### src/hw/rtl/uds_ascii_hex_response_parser_core_defines.svh
// ----------------------------------------------------------------------------
// uds ascii hex response parser assertion macros
// concurrent assertion helpers used by the rtl core of the parser
// ----------------------------------------------------------------------------
`ifndef UDS_ASCII_HEX_RESPONSE_PARSER_CORE_DEFINES_SVH
`define UDS_ASCII_HEX_RESPONSE_PARSER_CORE_DEFINES_SVH

`ifndef ASSERT_OFF
`define UDS_ASSERT(name, clk, rst_n, prop) \
  name: assert property (@(posedge clk) disable iff (!rst_n) prop) \
    else $error("uds parser assertion failed");
`define UDS_ASSERT_NEVER(name, clk, rst_n, prop) \
  name: assert property (@(posedge clk) disable iff (!rst_n) !(prop)) \
    else $error("uds parser forbidden condition");
`else
`define UDS_ASSERT(name, clk, rst_n, prop)
`define UDS_ASSERT_NEVER(name, clk, rst_n, prop)
`endif

`endif

### src/hw/rtl/uds_ahrp_pkg.sv
// ----------------------------------------------------------------------------
// uds ascii hex response parser package
// constants, codes, result item type and hex decode helpers
// ----------------------------------------------------------------------------
`timescale 1ns / 1ps
`default_nettype none

package uds_ahrp_pkg;

  localparam logic [5:0] CollectDepth = 6'd32;
  localparam logic [4:0] MaxPayload   = 5'd29;
  localparam logic [7:0] SidPositive  = 8'h62;
  localparam logic [7:0] SidNegative  = 8'h7F;

  localparam int unsigned FifoDepth = 4;
  localparam int unsigned FifoAw    = $clog2(FifoDepth);
  localparam int unsigned FifoCw    = $clog2(FifoDepth + 1);

  typedef enum logic [2:0] {
    StatusOk,
    StatusNoResponse,
    StatusNegative,
    StatusTooShort,
    StatusDidMismatch,
    StatusNoData
  } status_e;

  typedef struct packed {
    logic       item_kind;
    logic [7:0] data_byte;
    status_e    status;
    logic [7:0] nrc;
    logic [4:0] payload_length;
    logic       end_of_run;
  } out_item_t;

  function automatic logic is_hex(logic [7:0] c);
    is_hex = ((c >= 8'h30) && (c <= 8'h39)) ||
             ((c >= 8'h61) && (c <= 8'h66)) ||
             ((c >= 8'h41) && (c <= 8'h46));
  endfunction

  function automatic logic [3:0] hex_nibble(logic [7:0] c);
    logic [7:0] diff;
    if (c <= 8'h39) begin
      diff = c - 8'h30;
    end else if (c >= 8'h61) begin
      diff = c - 8'h57;
    end else begin
      diff = c - 8'h37;
    end
    hex_nibble = diff[3:0];
  endfunction

endpackage

`default_nettype wire

### src/hw/rtl/uds_ascii_hex_response_parser_core.sv
// ----------------------------------------------------------------------------
// uds ascii hex response parser core
// turns an adapter's ascii reply into payload bytes and one status item
// ----------------------------------------------------------------------------
// a result is held in the input register and then in the result queue before it leaves
// throughput: one character per cycle while the result queue has room for two more items,
//   set by the input register and the parse step into a 4-entry result queue
// a final character may push a payload item and a status item together
// reset: all parse state and queue cleared, expected_did set to 0
`timescale 1ns / 1ps
`default_nettype none
`include "uds_ascii_hex_response_parser_core_defines.svh"

module uds_ascii_hex_response_parser_core (
  input  wire logic        clk_i,
  input  wire logic        rst_ni,
  input  wire logic        cfg_valid_i,
  output      logic        cfg_ready_o,
  input  wire logic [15:0] cfg_data_i,     // expected_did
  input  wire logic        s_axis_tvalid,
  output      logic        s_axis_tready,
  input  wire logic [7:0]  s_axis_tdata,   // ch[7:0]
  input  wire logic        s_axis_tlast,
  output      logic        m_axis_tvalid,
  input  wire logic        m_axis_tready,
  output      logic [23:0] m_axis_tdata,   // data_byte[7:0], status[10:8], nrc[18:11],
                                           // payload_length[23:19]
  output      logic        m_axis_tuser,   // item_kind
  output      logic        m_axis_tlast
);

  localparam logic [uds_ahrp_pkg::FifoCw-1:0] FifoRoomLimit =
    uds_ahrp_pkg::FifoCw'(uds_ahrp_pkg::FifoDepth - 2);
  localparam logic [uds_ahrp_pkg::FifoCw-1:0] FifoFull =
    uds_ahrp_pkg::FifoCw'(uds_ahrp_pkg::FifoDepth);

  logic [15:0] expected_did_q;

  logic       in_valid_q;
  logic [7:0] in_ch_q;
  logic       in_last_q;

  logic [1:0] digit_run_q, digit_run_d;
  logic [3:0] first_nibble_q, first_nibble_d;
  logic [3:0] second_nibble_q, second_nibble_d;
  logic [5:0] bytes_collected_q, bytes_collected_d;
  logic [5:0] response_index_q, response_index_d;
  logic       service_found_q, service_found_d;
  logic       reply_negative_q, reply_negative_d;
  logic       echo_ok_q, echo_ok_d;
  logic [7:0] held_nrc_q, held_nrc_d;
  logic [4:0] payload_count_q, payload_count_d;

  uds_ahrp_pkg::out_item_t fifo_q [uds_ahrp_pkg::FifoDepth];
  logic [uds_ahrp_pkg::FifoAw-1:0] wr_ptr_q, rd_ptr_q;
  logic [uds_ahrp_pkg::FifoAw-1:0] wr_ptr_nx;
  logic [uds_ahrp_pkg::FifoCw-1:0] count_q;

  logic                    proc_fire;
  logic                    pop;
  logic                    ch_hex;
  logic [3:0]              ch_nib;
  logic                    take;
  logic [7:0]              take_b;
  logic                    emit;
  uds_ahrp_pkg::status_e   st;
  logic [7:0]              st_nrc;
  logic [4:0]              st_len;
  uds_ahrp_pkg::out_item_t pay_item, st_item;
  uds_ahrp_pkg::out_item_t head;

  assign cfg_ready_o   = 1'b1;
  assign proc_fire     = in_valid_q && (count_q <= FifoRoomLimit);
  assign s_axis_tready = !in_valid_q || proc_fire;
  assign pop           = m_axis_tvalid && m_axis_tready;
  assign wr_ptr_nx     = wr_ptr_q + 1'b1;

  assign ch_hex = uds_ahrp_pkg::is_hex(in_ch_q);
  assign ch_nib = uds_ahrp_pkg::hex_nibble(in_ch_q);

  always_comb begin
    digit_run_d       = digit_run_q;
    first_nibble_d    = first_nibble_q;
    second_nibble_d   = second_nibble_q;
    bytes_collected_d = bytes_collected_q;
    response_index_d  = response_index_q;
    service_found_d   = service_found_q;
    reply_negative_d  = reply_negative_q;
    echo_ok_d         = echo_ok_q;
    held_nrc_d        = held_nrc_q;
    payload_count_d   = payload_count_q;
    take              = 1'b0;
    take_b            = {first_nibble_q, second_nibble_q};
    emit              = 1'b0;
    st                = uds_ahrp_pkg::StatusOk;
    st_nrc            = 8'h00;
    st_len            = 5'd0;

    if (bytes_collected_q < uds_ahrp_pkg::CollectDepth) begin
      if (ch_hex) begin
        case (digit_run_q)
          2'd0:    first_nibble_d = ch_nib;
          2'd1:    second_nibble_d = ch_nib;
          default: ;
        endcase
        if (digit_run_q != 2'd3) begin
          digit_run_d = digit_run_q + 2'd1;
        end
        if (in_last_q && (digit_run_q == 2'd1)) begin
          take   = 1'b1;
          take_b = {first_nibble_q, ch_nib};
        end
      end else begin
        take        = (digit_run_q == 2'd2);
        digit_run_d = 2'd0;
      end
    end

    if (take) begin
      if (bytes_collected_q != 6'd63) begin
        bytes_collected_d = bytes_collected_q + 6'd1;
      end
      if (!service_found_q) begin
        if ((take_b == uds_ahrp_pkg::SidPositive) || (take_b == uds_ahrp_pkg::SidNegative)) begin
          service_found_d  = 1'b1;
          reply_negative_d = (take_b == uds_ahrp_pkg::SidNegative);
          response_index_d = 6'd1;
        end
      end else begin
        if (reply_negative_q) begin
          if (response_index_q == 6'd2) begin
            held_nrc_d = take_b;
          end
        end else if (response_index_q == 6'd1) begin
          if (take_b != expected_did_q[15:8]) begin
            echo_ok_d = 1'b0;
          end
        end else if (response_index_q == 6'd2) begin
          if (take_b != expected_did_q[7:0]) begin
            echo_ok_d = 1'b0;
          end
        end else if (echo_ok_q && (payload_count_q < uds_ahrp_pkg::MaxPayload)) begin
          emit            = 1'b1;
          payload_count_d = payload_count_q + 5'd1;
        end
        if (response_index_q != 6'd63) begin
          response_index_d = response_index_q + 6'd1;
        end
      end
    end

    if (!service_found_d) begin
      st = uds_ahrp_pkg::StatusNoResponse;
    end else if (reply_negative_d) begin
      st     = uds_ahrp_pkg::StatusNegative;
      st_nrc = held_nrc_d;
    end else if (response_index_d < 6'd3) begin
      st = uds_ahrp_pkg::StatusTooShort;
    end else if (!echo_ok_d) begin
      st = uds_ahrp_pkg::StatusDidMismatch;
    end else if (response_index_d < 6'd4) begin
      st = uds_ahrp_pkg::StatusNoData;
    end else begin
      st     = uds_ahrp_pkg::StatusOk;
      st_len = payload_count_d;
    end

    if (in_last_q) begin
      digit_run_d       = 2'd0;
      first_nibble_d    = 4'h0;
      second_nibble_d   = 4'h0;
      bytes_collected_d = 6'd0;
      response_index_d  = 6'd0;
      service_found_d   = 1'b0;
      reply_negative_d  = 1'b0;
      echo_ok_d         = 1'b1;
      held_nrc_d        = 8'h00;
      payload_count_d   = 5'd0;
    end
  end

  always_comb begin
    pay_item                = '0;
    pay_item.item_kind      = 1'b0;
    pay_item.data_byte      = take_b;
    pay_item.status         = uds_ahrp_pkg::StatusOk;
    st_item                 = '0;
    st_item.item_kind       = 1'b1;
    st_item.status          = st;
    st_item.nrc             = st_nrc;
    st_item.payload_length  = st_len;
    st_item.end_of_run      = 1'b1;
  end

  always_ff @(posedge clk_i or negedge rst_ni) begin
    if (!rst_ni) begin
      expected_did_q    <= 16'h0000;
      in_valid_q        <= 1'b0;
      digit_run_q       <= 2'd0;
      first_nibble_q    <= 4'h0;
      second_nibble_q   <= 4'h0;
      bytes_collected_q <= 6'd0;
      response_index_q  <= 6'd0;
      service_found_q   <= 1'b0;
      reply_negative_q  <= 1'b0;
      echo_ok_q         <= 1'b1;
      held_nrc_q        <= 8'h00;
      payload_count_q   <= 5'd0;
      wr_ptr_q          <= '0;
      rd_ptr_q          <= '0;
      count_q           <= '0;
    end else begin
      if (cfg_valid_i) begin
        expected_did_q <= cfg_data_i;
      end
      if (s_axis_tready) begin
        in_valid_q <= s_axis_tvalid;
      end
      if (proc_fire) begin
        digit_run_q       <= digit_run_d;
        first_nibble_q    <= first_nibble_d;
        second_nibble_q   <= second_nibble_d;
        bytes_collected_q <= bytes_collected_d;
        response_index_q  <= response_index_d;
        service_found_q   <= service_found_d;
        reply_negative_q  <= reply_negative_d;
        echo_ok_q         <= echo_ok_d;
        held_nrc_q        <= held_nrc_d;
        payload_count_q   <= payload_count_d;
      end
      if (proc_fire) begin
        wr_ptr_q <= wr_ptr_q + uds_ahrp_pkg::FifoAw'({1'b0, emit} + {1'b0, in_last_q});
      end
      if (pop) begin
        rd_ptr_q <= rd_ptr_q + 1'b1;
      end
      count_q <= count_q
               + uds_ahrp_pkg::FifoCw'(proc_fire && emit)
               + uds_ahrp_pkg::FifoCw'(proc_fire && in_last_q)
               - uds_ahrp_pkg::FifoCw'(pop);
    end
  end

  always_ff @(posedge clk_i) begin
    if (s_axis_tvalid && s_axis_tready) begin
      in_ch_q   <= s_axis_tdata;
      in_last_q <= s_axis_tlast;
    end
    if (proc_fire) begin
      if (emit) begin
        fifo_q[wr_ptr_q] <= pay_item;
        if (in_last_q) begin
          fifo_q[wr_ptr_nx] <= st_item;
        end
      end else if (in_last_q) begin
        fifo_q[wr_ptr_q] <= st_item;
      end
    end
  end

  assign head          = fifo_q[rd_ptr_q];
  assign m_axis_tvalid = (count_q != '0);
  assign m_axis_tdata  = {head.payload_length, head.nrc, head.status, head.data_byte};
  assign m_axis_tuser  = head.item_kind;
  assign m_axis_tlast  = head.end_of_run;

  `UDS_ASSERT(a_fifo_bound, clk_i, rst_ni, count_q <= FifoFull)
  `UDS_ASSERT(a_payload_cap, clk_i, rst_ni, payload_count_q <= uds_ahrp_pkg::MaxPayload)
  `UDS_ASSERT(a_clear_after_last, clk_i, rst_ni,
    (proc_fire && in_last_q) |=> (bytes_collected_q == 6'd0) && !service_found_q)
  `UDS_ASSERT_NEVER(a_status_without_eor, clk_i, rst_ni,
    m_axis_tvalid && (m_axis_tuser != m_axis_tlast))

endmodule

`default_nettype wire
### config.mk
export PLATFORM = sky130hd
export DESIGN_NAME = uds_ascii_hex_response_parser_core
export DESIGN_NICKNAME = d
export VERILOG_FILES = /design/src/hw/rtl/uds_ahrp_pkg.sv /design/src/hw/rtl/uds_ascii_hex_response_parser_core.sv
export VERILOG_INCLUDE_DIRS = /design/src /design/src/hw/rtl
export SDC_FILE = /design/constraint.sdc
export NUM_CORES = 1
export LEC_CHECK = 0
export ABC_AREA = 1
export BUFFER_PORTS_ARGS = -buffer_cell sky130_fd_sc_hd__buf_2
export CAP_MARGIN = 20
export CORE_ASPECT_RATIO = 1.4
export CORE_MARGIN = 3
export CORE_UTILIZATION = 38
export CTS_CLUSTER_DIAMETER = 30
export DETAILED_ROUTE_END_ITERATION = 7
export PLACE_DENSITY = 0.55
export SYNTH_ARGS = -nofsm -noshare
export SYNTH_HDL_FRONTEND = slang
export SYNTH_SLANG_ARGS = --single-unit
### constraint.sdc
create_clock -name clk_i -period 6.8 [get_ports clk_i]
set_input_delay 2.04 -clock clk_i [delete_from_list [all_inputs] [get_ports clk_i]]
set_output_delay 2.04 -clock clk_i [all_outputs]
set_load 0.02 [all_outputs]
==> results of run 1 <==
[power breakdown]
part           leakage [uW]  switching (uW)  internal (uW)
logic               0.00191             941            409
registers           0.00181             136           1300
clock network      0.000279             423            543
[how the worst max path moves through the flow]
stage | cells after the start | startpoint | to | slack, ns
after detailed placement | 5 | rd_ptr_q[1] | m_axis_tdata[7] | 2.67
after global routing | 5 | rd_ptr_q[1] | m_axis_tdata[7] | 1.90
final | 5 | rd_ptr_q[1] | m_axis_tdata[7] | 2.24
after CTS | 5 | rd_ptr_q[1] | m_axis_tdata[7] | 2.20
after global placement | 5 | rd_ptr_q[1] | m_axis_tdata[3] | 2.75
after floorplan | 5 | rd_ptr_q[0] | m_axis_tuser | 3.17
[routing by layer]
metal | wire [um] | global-route usage | part of all wire | vias to the layer above
met5 | 0 | 0 | 0 | -
met4 | 278 | 0.0437 | 0.014 | 0
met3 | 585 | 0.0320 | 0.028 | 21
met2 | 10900 | 0.327 | 0.53 | 98
met1 | 8790 | 0.214 | 0.43 | 3140
li1 | - | - | - | 3297
[metrics by stage]
stage               cells   util  setup WS (ns)
CTS                  1311  0.442           2.20
global placement     1279  0.415           2.75
global route         1311  0.442           1.90
floorplan             960      -           3.17
finish               1311  0.442           2.24
detailed placement   1279  0.415           2.67
[flip-flops by register name, indices dropped and copies added, names as in the netlist]
register / flops
bytes_collected_q: 6
count_q: 3
digit_run_q: 2
echo_ok_q: 1
expected_did_q: 16
fifo_q: 100
first_nibble_q: 4
held_nrc_q: 8
in_ch_q: 8
in_last_q: 1
in_valid_q: 1
payload_count_q: 5
rd_ptr_q: 2
reply_negative_q: 1
response_index_q: 6
second_nibble_q: 4
service_found_q: 1
wr_ptr_q: 2
[worst max-delay path, delay by kind of cell, from the launching register on]
| family | cells | cell delay [ns] |
|---|---|---|
| AOI/OAI and AO/OA | 3 | 0.48 |
| buffers and inverters | 2 | 0.79 |
| DFF | 1 | 0.80 |
[cell families (layout without fill, tap and decap cells)]
| family | Yosys count | after routing | synth area share |
|---|---|---|---|
| fa+ha+maj | 17 | 17 | 0.0279 |
| mux | 8 | 8 | 0.0107 |
| buf+inv | 120 | 179 | 0.0592 |
| compound gates | 200 | 200 | 0.132 |
| flops | 171 | 171 | 0.530 |
| simple gates | 424 | 424 | 0.221 |
| xor+xnor | 19 | 19 | 0.0197 |
| other cells | 1 | 1 | 0.000445 |
[cells in the mapped netlist, drive strengths merged, types with 2 or more instances]
cell type  number
nand4           7
mux2            8
dfrtp          61
o22ai          31
nand2         157
fa              3
clkinv          2
o31ai           3
a21oi          24
xnor2           7
nor3           12
xor2           12
edfxtp         73
a211oi          3
buf            12
nor2          197
o21ai         131
or2             9
nor4            4
ha             14
a22oi           2
dfxtp          36
inv            85
nand3          36
clkbuf         21
[layout make-up]
| type | count | share of cell area |
|---|---|---|
| clock buffer | 18 | 0.0451 |
| clock inverter | 14 | 0.0153 |
| inverter | 87 | 0.0347 |
| multi-input combinational | 669 | 0.365 |
| sequential | 171 | 0.470 |
| tap | 292 | 0.0384 |
| timing repair buffer | 60 | 0.0324 |
==> impl_results.md, run 1 <==
* Final WL at 20600 um
* Synth area leaders: edfxtp_1 26%, dfrtp_1 18%, dfxtp_1 8.5%
* CP endpoint kind: output pin
* Commonest cells after routing, fill and taps aside: 190 x nor2_1, 147 x nand2_1, 125 x o21ai_0
* Peak supply drop at 0.000186 V
* FF-to-FF setup slack at 3.01 ns
* First-pass GRT wire length at 34500 um
* Crit share post-route at 0.671
* Mapped Area at 8430 um2
* Worst reg2reg path startpoint: count_q[1]
* Starting Density at 0.392
* Fmax at 219 MHz
* Filler instances at 2135
* Via Count at 6556
* CTS Buf Count at 17
* Post-synthesis cell count at 960
* Endpoint, Worst Hold: fifo_q[1][0]
* Finish-stage setup viols at 0
* Ys Warns at 0
* Final Wtd Congestion at 0.799
* Placed wire-length estimate at 14400 um
* Critical Path Max Stage Delay at 0.80 ns
* Htree depth at 4
* Footprint of the multi-input gates at 3470 um2
* Post-CTS Setup Bufs at 0
* CTS root buf: clkbuf_16
* Register area at 4470 um2
* Area after DPL at 8940 um2
* Sequential fraction of the synthesis area at 0.530
* Synthesized net count at 1007
* Avg WL per Cell at 15.7 um
* Worst-path maximum fanout at 27
* Design Area, Final at 9510 um2
* Core area at 21500 um2
* FP Rows at 63
* CP startpoint kind: flip-flop
* Reg2reg path depth at 10
* Die ar. at 24000 um2
* Run status: finished clean
* Reg2reg end: fifo_q[1][5]
* I/O pins at 59
* Total negative slack at 0 ns
* Commonest non-fill, non-tap cell in the layout: nor2_1
* Worst Hold Depth at 2
* Clock Skew at 0.00734 ns
* Clock latency at the later pin of the worst-skew pair at 0.43 ns
* Worst Tran Pin Value at 1.07 ns
* Area delta synth->final at 12.8%
* Synth area leader: edfxtp_1
* Antenna diode count at 0
* Tot Pwr at 3750 uW
* Vert. Die Dim at 182 um
* Port Buffers at 57
* Mean Syn Cell Area at 8.78 um2
* GRT Total Usage at 0.178
* Worst-path clk slew at 0.07 ns
* Worst Path Class, Setup: flip-flop to output pin
* WP data required at 4.76 ns
* Ys flop type: edfxtp_1
* CTS max path bufs at 2
* Post-synth ARST share at 0.363
* Most prevalent standard cell on the critical path: o21ai_0
* Largest net degree at the start of global routing at 63
* Power Dens Cells at 394 nW/um2
* Proportion of layout cells with a drive suffix above 1 at 0.138
* Avg Vias per Cell at 5.00
* Yosys cell types at 54
* Grt total ovfl at 0
* Antenna viol nets, final at 0
* Clock sinks at 171
* Final Hold Viols at 0
* Min-Delay Path Class: flip-flop to flip-flop
* Seq cells post-synth at 171
* DRC viols at 0
* Initial antenna violation count at 0
* Vias in the first global route at 6621
* Post-synth EDFFs at 73
* 1st-pass router iterations at 5
* CTS Hold Bufs at 0
* CTS tree: yes
* Final net count at 1053
* Hold Path Origin: fifo_q[1][0]
* Slew HR at 0.284
* Final min period at 4.56 ns
* Crit-path cells: inv_1 > a21oi_1 > o21ai_0 > o21ai_0 > buf_2
* Iter 0 DRT Violations at 393
* Worst hold slack at 0.456 ns
* Die X at 132 um
* Slew Limit Fails at 0
* PostCTS Resize Cnt at 0
* Critical Path AT at 2.52 ns
* Share of the synthesized area in the top cell type at 0.260
* MaxCap Viol Count at 0
* Critical Path Slowest Stage Cell: dfrtp_1
* Leakage at 0.00400 uW
* RSZ-0062 raised after global routing: no
No activity file was read; power rests on OpenSTA's default activity.
==> run 2, diff against run 1 <==
==> constraint.sdc (replaced) <==
create_clock -name clk_i -period 4.59 [get_ports clk_i]
set_input_delay 1.377 -clock clk_i [delete_from_list [all_inputs] [get_ports clk_i]]
set_output_delay 1.377 -clock clk_i [all_outputs]
set_load 0.02 [all_outputs]
==> impl_results.md, run 2 (synthesis results as in run 1) <==
* CTS root buf: clkbuf_16 (unchanged)
* DR top layer: met4 (unchanged)
* Crit-path cells: clkinv_1 > buf_4 > o21ai_0 > o22ai_1 > buf_2 (was inv_1 > a21oi_1 > o21ai_0 > o21ai_0 > buf_2)
* Vert. Die Dim at 182 um (unchanged)
* Commonest cells after routing, fill and taps aside: 190 x nor2_1, 147 x nand2_1, 125 x o21ai_0 (unchanged)
* Worst-path clk slew at 0.07 ns (about the same)
* Antenna viol nets, final at 0 (unchanged)
* Die ar. at 24000 um2 (unchanged)
* I/O pins at 59 (unchanged)
* Switch Pwr at 2280 uW (was 1500 uW)
* Worst Path Class, Setup: flip-flop to output pin (unchanged)
* Antenna diode count at 0 (unchanged)
* 1st-pass router iterations at 5 (unchanged)
* Critical Path AT at 2.50 ns (was 2.52 ns)
* Final Wtd Congestion at 0.830 (was 0.799)
* Starting Density at 0.392 (unchanged)
* FP Rows at 63 (unchanged)
* Worst Hold Depth at 2 (unchanged)
* Hold Path Origin: fifo_q[2][0] (was fifo_q[1][0])
* Avg Vias per Cell at 5.04 (was 5.00)
* DRC viols at 0 (unchanged)
* Grt total ovfl at 0 (unchanged)
* Post-CTS Setup Bufs at 0 (unchanged)
* Slew HR at 0.277 (was 0.284)
* Metal2 WL at 11200 um (was 10900 um)
* Met3 wire len at 666 um (was 585 um)
* Final net count at 1056 (was 1053)
* Finish-stage setup viols at 0 (unchanged)
* Critical Path Slowest Stage Cell: clkinv_1 (was dfrtp_1)
* RSZ-0062 raised after global routing: no (unchanged)
* CTS tree: yes (unchanged)
* Metal-1 WL at 9140 um (was 8790 um)
* CTS max path bufs at 2 (unchanged)
* Worst Slack Setup Final at 0.717 ns (was 2.24 ns)
* MaxCap Viol Count at 0 (unchanged)
* Crit share post-route at 0.844
* Port Buffers at 57 (unchanged)
* Switching share of power at 0.399 (was 0.400)
* Htree depth at 4 (unchanged)
* GRT Total Usage at 0.184 (was 0.178)
* Core area at 21500 um2 (unchanged)
* Avg WL per Cell at 16.3 um (was 15.7 um)
* First-pass GRT wire length at 35200 um (was 34500 um)
* Worst reg2reg path startpoint: in_ch_q[0] (was count_q[1])
* Pre-CTS setup slack at 1.08 ns (was 2.67 ns)
* Placed cells at 1282 (was 1279)
* Clock sinks at 171 (unchanged)
* Reg2reg end: fifo_q[1][3] (was fifo_q[1][5])
* CP endpoint kind: output pin (unchanged)
* WP data required at 3.21 ns (was 4.76 ns)
* Leakage at 0.00403 uW (was 0.00400 uW)
* Reg power frac at 0.367 (was 0.383)
* Fmax at 258 MHz
* CTS Buf Count at 17 (unchanged)
* Largest registers: fifo_q x100, expected_did_q x16 (unchanged)
* Final Hold Viols at 0 (unchanged)
* Final min period at 3.87 ns
* Non-filler cells, final at 1314 (was 1311)
* Clock Skew at 0.00941 ns (was 0.00734 ns)
* Reg2reg path depth at 19 (was 10)
* Clock latency at the later pin of the worst-skew pair at 0.44 ns (was 0.43 ns)
* Vias in the first global route at 6747 (was 6621)
* Largest reg by FF count: fifo_q (unchanged)
* Via Count at 6621 (was 6556)
* Endpoint, Worst Hold: fifo_q[2][0] (was fifo_q[1][0])
* Worst-path maximum fanout at 33 (was 27)
* Run status: finished clean (unchanged)
* PostCTS Resize Cnt at 0 (unchanged)
* Min-Delay Path Class: flip-flop to flip-flop (unchanged)
* Critical Path Max Stage Delay at 0.74 ns (was 0.80 ns)
* Worst Tran Pin Value at 1.08 ns (was 1.07 ns)
* Placed wire-length estimate at 14800 um (was 14400 um)
* Peak supply drop at 0.000281 V (was 0.000186 V)
* Commonest non-fill, non-tap cell in the layout: nor2_1 (unchanged)
* CTS Hold Bufs at 0 (unchanged)
* Area delta synth->final at 13.7% (was 12.8%)
* Final WL at 21400 um (was 20600 um)
* Internal power at 3430 uW (was 2250 uW)
* Die X at 132 um (unchanged)
* CP startpoint kind: flip-flop (unchanged)
* FF-to-FF setup slack at 1.11 ns (was 3.01 ns)
* Slew Limit Fails at 0 (unchanged)
* Largest net degree at the start of global routing at 50 (was 63)
* Iter 0 DRT Violations at 413 (was 393)
* Initial antenna violation count at 0 (unchanged)
* Clock share of power at 0.271 (was 0.258)
* Comb pwr share at 0.362 (was 0.360)
* Total negative slack at 0 ns (unchanged)
* Proportion of layout cells with a drive suffix above 1 at 0.146 (was 0.138)
* Power Dens Cells at 595 nW/um2 (was 394 nW/um2)
* Max reg flops at 100 (unchanged)
-- run 2: cell types whose count changed in the layout (fill, tap and decap cells not counted), sizes merged --
cell | before | now
clkinv | 9 | 4
inv | 89 | 92
buf | 60 | 63
clkinvlp | 1 | 3
clkbuf | 18 | 17
bufinv | 2 | 3
-- run 2: power by group through the flow --
| stage | Clock, uW | Sequential [uW] | Combinational (uW) |
|---|---|---|---|
| 2_1_floorplan | 0 | 2080 | 1480 |
| 3_3_place_gp | 0 | 2120 | 2070 |
| 3_5_place_dp | 0 | 2130 | 2100 |
| 4_1_cts | 1580 | 2100 | 2100 |
| 5_1_grt | 1640 | 2130 | 2330 |
| 6_report | 1550 | 2090 | 2060 |
-- run 2: final cells by class --
cell class / count / area (um2)
fill: 2144 / 11900
clock buffer: 17 / 425
inverter: 87 / 330
sequential: 171 / 4470
timing repair buffer: 63 / 330
tap: 292 / 365
multi-input combinational: 669 / 3470
clock inverter: 15 / 204
-- run 2: worst max-delay path: cells and delay by family (launching register included) --
kind	cells	cell delay [ns]
buf+inv	3	1.42
flops	1	0.35
compound gates	2	0.28
-- run 2: metrics by stage --
step	total power, uW	util	hold WS (ns)	instance area, um2
2_1_floorplan	3560	-	0.422	8430
3_5_place_dp	4220	0.416	0.444	8960
4_1_cts	5780	0.446	0.457	9590
6_report	5710	0.446	0.456	9590
5_1_grt	6100	0.446	0.473	9590
3_3_place_gp	4190	0.416	0.436	8960
-- run 2: routing by layer --
| layer | vias to the layer above | global-route usage |
|---|---|---|
| met1 | 3140 | 0.218 |
| met3 | 33 | 0.0331 |
| met2 | 147 | 0.336 |
| met5 | - | 0 |
| met4 | 0 | 0.0605 |
| li1 | 3301 | - |
-- run 2: worst max-delay path by stage --
stage / cells after the start / end / from
after floorplan: 21 / count_q[2] / in_ch_q[0]
after global placement: 19 / fifo_q[1][3] / in_ch_q[0]
after detailed placement: 19 / fifo_q[1][9] / in_ch_q[0]
after CTS: 5 / m_axis_tdata[19] / rd_ptr_q[0]
after global routing: 5 / m_axis_tdata[13] / rd_ptr_q[0]
final: 5 / m_axis_tdata[19] / rd_ptr_q[0]
==> run 3, diff against run 2 <==
--- a/config.mk
+++ b/config.mk
@@ -14,7 +14,7 @@
 export CORE_UTILIZATION = 38
 export CTS_CLUSTER_DIAMETER = 30
 export DETAILED_ROUTE_END_ITERATION = 7
-export PLACE_DENSITY = 0.55
+export PLACE_DENSITY = 0.57
 export SYNTH_ARGS = -nofsm -noshare
 export SYNTH_HDL_FRONTEND = slang
 export SYNTH_SLANG_ARGS = --single-unit
==> constraint.sdc (replaced) <==
create_clock -name clk_i -period 3.4 [get_ports clk_i]
set_input_delay 1.02 -clock clk_i [delete_from_list [all_inputs] [get_ports clk_i]]
set_output_delay 1.02 -clock clk_i [all_outputs]
set_load 0.02 [all_outputs]
==> impl_results.md, run 3 (synthesis results as in run 1) <==
* CTS Buf Count at 17 (unchanged)
* CTS Hold Bufs at 0 (unchanged)
* Worst Path Class, Setup: flip-flop to flip-flop (was flip-flop to output pin)
* Grt total ovfl at 0 (unchanged)
* Internal power at 4470 uW (was 3430 uW)
* Total negative slack at 0 ns (unchanged)
* Htree depth at 4 (unchanged)
* Largest registers: fifo_q x100, expected_did_q x16 (unchanged)
* CTS tree: yes (unchanged)
* Proportion of layout cells with a drive suffix above 1 at 0.178 (was 0.146)
* Clock latency at the later pin of the worst-skew pair at 0.43 ns (was 0.44 ns)
* Switching share of power at 0.408 (was 0.399)
* Worst Slack Setup Final at 0.257 ns (was 0.717 ns)
* 1st-pass router iterations at 5 (unchanged)
* Vias in the first global route at 6708 (was 6747)
* Critical Path Slowest Stage Cell: edfxtp_1 (was clkinv_1)
* Run status: finished clean (unchanged)
* Reg power frac at 0.374 (was 0.367)
* Tot Pwr at 7560 uW (was 5710 uW)
* Starting Density at 0.392 (unchanged)
* Iter 0 DRT Violations at 459 (was 413)
* Slew HR at 0.325 (was 0.277)
* Comb pwr share at 0.380 (was 0.362)
* Via Count at 6757 (was 6621)
* Min-Delay Path Class: flip-flop to flip-flop (unchanged)
* GRT Total Usage at 0.181 (was 0.184)
* Placed cells at 1303 (was 1282)
* Final WL at 21100 um (was 21400 um)
* CP endpoint kind: flip-flop (was output pin)
* CTS max path bufs at 2 (unchanged)
* Core area at 21500 um2 (unchanged)
* Most prevalent standard cell on the critical path: inv_1
* Pre-CTS setup slack at 0.101 ns (was 1.08 ns)
* Commonest cells after routing, fill and taps aside: 189 x nor2_1, 141 x nand2_1, 125 x o21ai_0 (was 190 x nor2_1, 147 x nand2_1, 125 x o21ai_0)
* Clock sinks at 171 (unchanged)
* MaxCap Viol Count at 0 (unchanged)
* Finish-stage setup viols at 0 (unchanged)
* Final Wtd Congestion at 0.838 (was 0.830)
* Clock Skew at 0.00671 ns (was 0.00941 ns)
* Worst-path clk slew at 0.07 ns (about the same)
* Die ar. at 24000 um2 (unchanged)
* I/O pins at 59 (unchanged)
* Die X at 132 um (unchanged)
* Final net count at 1081 (was 1056)
* Commonest non-fill, non-tap cell in the layout: nor2_1 (unchanged)
* Avg Vias per Cell at 5.05 (was 5.04)
* Worst Hold Depth at 2 (unchanged)
* CP startpoint kind: flip-flop (unchanged)
* Worst Tran Pin Value at 1.01 ns (was 1.08 ns)
* Reg2reg path depth at 21 (was 19)
* Antenna viol nets, final at 0 (unchanged)
* Avg WL per Cell at 15.8 um (was 16.3 um)
* FP Rows at 63 (unchanged)
* Largest reg by FF count: fifo_q (unchanged)
* Vert. Die Dim at 182 um (unchanged)
* Max reg flops at 100 (unchanged)
* Area delta synth->final at 16.0% (was 13.7%)
* Final min period at 3.14 ns
* Leakage at 0.00413 uW (was 0.00403 uW)
* CP top delay family: adder cells (was buffers and inverters)
* Critical Path AT at 3.47 ns (was 2.50 ns)
* CTS root buf: clkbuf_16 (unchanged)
* Fmax at 318 MHz
* Critical Path Max Stage Delay at 0.42 ns (was 0.74 ns)
* Clock share of power at 0.246 (was 0.271)
* First-pass GRT wire length at 34500 um (was 35200 um)
* Placed wire-length estimate at 14500 um (was 14800 um)
* DRC viols at 0 (unchanged)
* Worst hold slack at 0.452 ns (was 0.456 ns)
* Crit-path cells: inv_1 > ha_1 > inv_1 > nand2_1 > nand2_1 > nand2_2 > nand3_2 > nand3_2 > nand2_4 > inv_4 > nor2_8 > nand2_4 > nor2_8 > inv_2 > nor2_4 > inv_2 > ha_1 > inv_1 > fa_2 > fa_1 > xnor2_1 (was clkinv_1 > buf_4 > o21ai_0 > o22ai_1 > buf_2)
* Slew Limit Fails at 0 (unchanged)
* Final Hold Viols at 0 (unchanged)
* Worst-path maximum fanout at 5 (was 33)
* Crit share post-route at 0.924
* CP Buf/Inv Count at 6 (was 3)
* Peak supply drop at 0.000366 V (was 0.000281 V)
* Switch Pwr at 3090 uW (was 2280 uW)
* Largest net degree at the start of global routing at 47 (was 50)
* Initial antenna violation count at 0 (unchanged)
* Antenna diode count at 0 (unchanged)
* Port Buffers at 57 (unchanged)
* WP data required at 3.72 ns (was 3.21 ns)
* Power Dens Cells at 773 nW/um2 (was 595 nW/um2)
* RSZ-0062 raised after global routing: no (unchanged)
* Non-filler cells, final at 1339 (was 1314)
* CP Depth at 21 (was 5)
[run 3: cell types whose count changed in the layout (fill, tap and decap cells not counted), sizes merged]
cell / delta
buf: +25
bufinv: -3
clkinv: +1
clkinvlp: +1
inv: +1
[run 3: worst paths after layout]
check	startpoint	end	slack, ns
worst max-delay path	in_ch_q[0]	count_q[2]	0.26
worst min-delay path	fifo_q[2][0]	fifo_q[2][0]	0.45
worst max register to register	in_ch_q[0]	count_q[2]	0.26
worst min register to register	fifo_q[2][0]	fifo_q[2][0]	0.45
max in group asynchronous	rst_ni	expected_did_q[15]	2.44
min in group asynchronous	rst_ni	response_index_q[0]	0.61
[run 3: cell type report]
type,instances,area [um2]
Sequential cell,171,4470
Clock buffer,17,425
Tap cell,292,365
Fill cell,2102,11700
Timing Repair Buffer,88,543
Multi-Input combinational cell,669,3520
Inverter,87,330
Clock inverter,15,134
[run 3: power groups by stage]
stage | clock (uW) | sequential, uW | combinational, uW
2_1_floorplan | 0 | 2810 | 1990
3_3_place_gp | 0 | 2860 | 2900
3_5_place_dp | 0 | 2860 | 2920
4_1_cts | 1900 | 2820 | 2920
5_1_grt | 1980 | 2870 | 3230
6_report | 1860 | 2820 | 2870
[run 3: layer usage]
layer  track usage  vias up  share of wire
met1         0.214     3248           0.42
met4        0.0752        0          0.030
met3        0.0298       38          0.032
li1              -     3352              -
met2         0.327      119           0.52
met5             0        -              0
[run 3: repair_timing]
| action | CTS | global route |
|---|---|---|
| endpoints found under the hold margin | 0 | 0 |
| buffers inserted | 0 | 4 |
| gates resized for setup | 0 | 16 |
| setup endpoints to repair | 0 | 66 |
[run 3: per-stage QoR]
stage               utilization  instance area (um2)
finish                    0.455                 9780
global route              0.455                 9780
CTS                       0.451                 9700
detailed placement        0.425                 9140
global placement          0.425                 9140
floorplan                     -                 8430
[run 3: tightest hold or removal path, delay by kind of cell, from the launching register on]
family / cells / cell delay [ns]
flops: 1 / 0.31
simple gates: 2 / 0.10
